[src/hdl/fap_ram.sv]
module fap_ram #(
  parameter int WIDTH = 8,
  parameter int DEPTH = 64
) (
  input  logic                     clk,
  input  logic                     wr_en,
  input  logic [$clog2(DEPTH)-1:0] wr_addr,
  input  logic [WIDTH-1:0]         wr_data,
  input  logic [$clog2(DEPTH)-1:0] rd_addr,
  output logic [WIDTH-1:0]         rd_data
);

  logic [WIDTH-1:0] mem [DEPTH];

  // One write port, one registered read port
  always_ff @(posedge clk) begin
    if (wr_en) begin
      mem[wr_addr] <= wr_data;
    end
    rd_data <= mem[rd_addr];
  end

endmodule

[config.mk]
export PLATFORM = sky130hd
export DESIGN_NAME = fap_ram
export DESIGN_NICKNAME = d
export VERILOG_FILES = /design/src/hdl/fap_ram.sv
export SDC_FILE = /design/constraint.sdc
export NUM_CORES = 1
export LEC_CHECK = 0
export BUFFER_PORTS_ARGS = -buffer_cell sky130_fd_sc_hd__buf_2
export CAP_MARGIN = 30
export CORE_UTILIZATION = 45
export CTS_BUF_LIST = sky130_fd_sc_hd__clkbuf_2 sky130_fd_sc_hd__clkbuf_4 sky130_fd_sc_hd__clkbuf_8
export CTS_CLUSTER_DIAMETER = 100
export CTS_CLUSTER_SIZE = 10
export DETAILED_ROUTE_END_ITERATION = 10
export GPL_TIMING_DRIVEN = 0
export PLACE_DENSITY = 0.58
export REMOVE_ABC_BUFFERS = 1
export SKIP_LAST_GASP = 1
export SLEW_MARGIN = 20
export SYNTH_ARGS = -nofsm -noshare
export SYNTH_HDL_FRONTEND = slang
export SYNTH_SLANG_ARGS = --single-unit
[constraint.sdc]
create_clock -name clk -period 2.9 [get_ports clk]
set_input_delay 0.725 -clock clk [delete_from_list [all_inputs] [get_ports clk]]
set_output_delay 0.725 -clock clk [all_outputs]
set_load 0.1 [all_outputs]
* Word-level counts from Yosys, hierarchy flattened *
Memories as Yosys holds them, arrays and structs flattened. A register that Yosys moved wholly into a read port is not among the register bits.
Index checks and enable logic that the tools add are counted.

word-level totals
  memory bits (writable) = 512
  register bits after elaboration = 0
  logic and storage cells = 3
  memories = 1
  output and inout port bits = 8

memory list
  memory  depth  bits a word  read ports  clocked after memory_dff  write ports  RTL line  text
  mem     64     8            1           1                         1            13        logic [WIDTH-1:0] mem [DEPTH];

cells by class
  multiplexer cells = 2

operators with widths
  operator  number
  $mux W1   2

* Logic depth before layout (Yosys ltp) *
  depth in word-level cells = 2
  depth in mapped cells = 9
  mapped depth without buffers = 5

* Worst setup path before layout *
OpenSTA, ideal clock, no wires.

  path kind = input-to-reg
  start point = input rd_addr[1]
  end point = register rd_data[3] (read register of mem)
  setup time = 0.128 ns
  stages on the path = 7
  slack = 0.507 ns
  arrival = 2.265 ns
  cell sequence = buf_4 -> buf_2 -> buf_2 -> mux4_2 -> mux4_2 -> o21ai_1 -> o41ai_1

RTL lines
  item             RTL line  text
  start, declared  9         input logic [$clog2(DEPTH)-1:0] rd_addr,
  end, declared    10        output logic [WIDTH-1:0] rd_data

==> reports/metrics.cfg <==
[outcome]
status=completed

[min_path]
timing.hold.worst_path_depth=1
worst_hold_startpoint=wr_data[3]
hold_class=primary input to flip-flop

[synthesis]
sequential_element_share_of_the_synthesized_area_pct=77.0
avg_synthesized_cell_area_um2=21.5
edff_count_synth=512
synthesis.area_um2=20200
synthCells=940
ys.warnings.count=0
dominantRegCellSynth=sky130_fd_sc_hd__edfxtp_1
postSynthRegisterBits=520
synth_async_sr_flop_share_pct=0
ys_types=40

[final_layout]
drive_gt1_share_pct=28.0
fillers=3524
stdcell_area_um2=22300
final_common_cell=sky130_fd_sc_hd__edfxtp_1
instances_no_fill=1627
fin_nets=1020
area.growth.synth_to_final_pct=10.3
most-common-layout-cells=sky130_fd_sc_hd__edfxtp_1, sky130_fd_sc_hd__mux4_2, sky130_fd_sc_hd__nor2_1, sky130_fd_sc_hd__clkbuf_8, sky130_fd_sc_hd__clkbuf_4
antenna-diode-count=0
final_core_utilization_pct=50.3

[die]
die_height_um=214
initial_utilization_pct=45.6
floorplan.io_pins=30
core_area_um2=44200
rows=77
die_width_um=214
fp.dieArea_um2=45700

[grt]
grt.overflow.total=0
grt_antenna_before_repair=0
wire_length_of_the_first_global_routing_pass_um=66500
grtUsageTotal_pct=20.8
grt_start_max_net_pins=65
via_count_of_the_first_global_routing_pass=9667

[setup_path]
timing.critical_path.cells=buf_8 -> buf_16 -> buf_16 -> mux4_2 -> mux4_2 -> nor2_1 -> nor3_1 -> o2bb2ai_1
crit-reg2reg-capture=rd_data[4]
setup.worst_path.end_class=flip-flop
worst_setup_path_endpoint=rd_data[1]
timing.critical_path.from=rd_addr[0]
cp.arrival_ps=3290
worst_r2r_path_depth=5
critical_path_buf_inv_count=3
critPathMaxFanout=31
path_depth=8
critical_path.top_delay_family=multiplexers
critical_path.slowest_cell=sky130_fd_sc_hd__mux4_2
crit_type=primary input to flip-flop
crit_path_max_incr_delay_ps=570
reg2reg_slack_ps=800
worst_r2r_startpoint=mem[21][4]
worst_ep_required_time_ps=3420
timing.critical_path.from_type=primary input

[power]
leakage_nw=6.87
power_frac_comb_pct=6.5
net-switching-power_mw=3.09
swShare_pct=22.0
worst_case_vdd_ir_drop_v=0.000349
cell_internal_pwr_mw=10.9
power_frac_seq_pct=59.3
power_density_nw_per_um2=631
power.clock.fraction_pct=34.2
power.total_mw=14.0

[drt]
ant_nets=0
drtPass1Iterations=6
finalWirelength_um=45400
detailroute.via_count=9510
via_per_inst=5.85
wire_per_inst_um=27.9
route.detailed.drc=0
drt_iter0_markers=1042

[timing]
period_needed_ps=2770
max-slew-margin-rel_pct=30.8
rsz_0062_raised_after_global_routing=false
timing.final.crit_share_pct=95.6
finalHoldViolCount=0
finalWorstSetupSlack_ps=128
setup_total_negative_slack_ps=0
finalSetupViolations=0
worst_clock_skew_ps=22.1
final.hold.worst_slack_ps=508
max_freq_mhz=361
max_slew.worst_pin.slew_ps=1040
final-max-slew-violation-count=0

[cts]
cts.sinks=520
cts.root.buffer_cell=sky130_fd_sc_hd__clkbuf_8
clockBufferDepth=3
cts_tree=yes
cts_htree_levels=2
clock_insertion_delay_worst_skew_ps=660
cts_inserted_buffers=57
clk_pin_slew_ps=80

[flow_run]
max-cap-violations=0

[place]
dpl_worst_slack_ps=-1110
number_of_buffer_cells_added_on_primary_ports=29
place.detailed.hpwl_um=26200
gp_routability_congestion=0.776
placedCellCount=1525
placement.cell_area_um2=21100

-- power by group through the flow --
stage,clock network [mW],logic (mW),registers (mW)
floorplan,0,0.322,8.60
global placement,0,0.888,8.50
detailed placement,0,0.897,8.50
CTS,4.93,0.916,8.33
global route,5.19,0.963,8.33
finish,4.80,0.908,8.33
-- Yosys cell counts, drive strengths merged, types with 3 or more instances --
cell / n / area share (%)
nor2b: 14 / 0.43
a221oi: 6 / 0.26
mux2i: 23 / 1.1
a211oi: 4 / 0.15
a22oi: 3 / 0.11
mux4: 126 / 14
clkbuf: 17 / 0.32
o221ai: 8 / 0.35
nor3: 7 / 0.17
o22ai: 8 / 0.25
buf: 34 / 1.3
nand2b: 7 / 0.22
edfxtp: 512 / 76
o2111ai: 3 / 0.13
nor2: 83 / 1.5
mux2: 13 / 0.73
nand3b: 3 / 0.11
nand3: 13 / 0.32
nand2: 19 / 0.35
dfxtp: 8 / 0.79
o2bb2ai: 3 / 0.13
o21ai: 4 / 0.099
a21oi: 3 / 0.074
-- what timing repair did --
action | 4_1_cts | 5_1_grt
endpoints found under the hold margin | 0 | 0
buffers inserted | 0 | 0
resized for setup | 1 | 1
setup endpoints to repair | 6 | 1
hold buffers | 0 | 0
gates cloned | 2 | 0
-- layer usage --
metal,routed length [µm],up-vias,track usage [%]
li1,-,4019,-
met1,20000,5027,31.1
met2,20900,385,31.1
met3,3430,79,4.28
met4,1130,0,6.23
met5,0,-,0
-- final cells by class --
cell class,count,area (µm²),area share (%)
tap,592,741,3.33
sequential,520,15500,69.8
timing repair buffer,50,543,2.44
clock inverter,1,7.51,0.0337
multi-input combinational,369,4350,19.5
clock buffer,95,1080,4.86
-- kinds of logic after synthesis --
logic type      count (synthesis)  synth area share [%]
compound gates                 54                  2.07
buf+inv                        51                  1.57
flops                         520                  77.0
mux                           162                  15.9
simple gates                  153                  3.39
-- worst min-delay path by stage --
stage / to / slack, ps
floorplan: rd_data[0] / 710
global placement: rd_data[4] / 830
detailed placement: rd_data[4] / 820
CTS: mem[13][3] / 450
global route: mem[13][3] / 490
finish: mem[13][3] / 510
-- flip-flops by register name, summed over array words and instances, names as in the netlist --
signal   cells
rd_data      8
mem        512
Power figures use the tool's default switching activity.
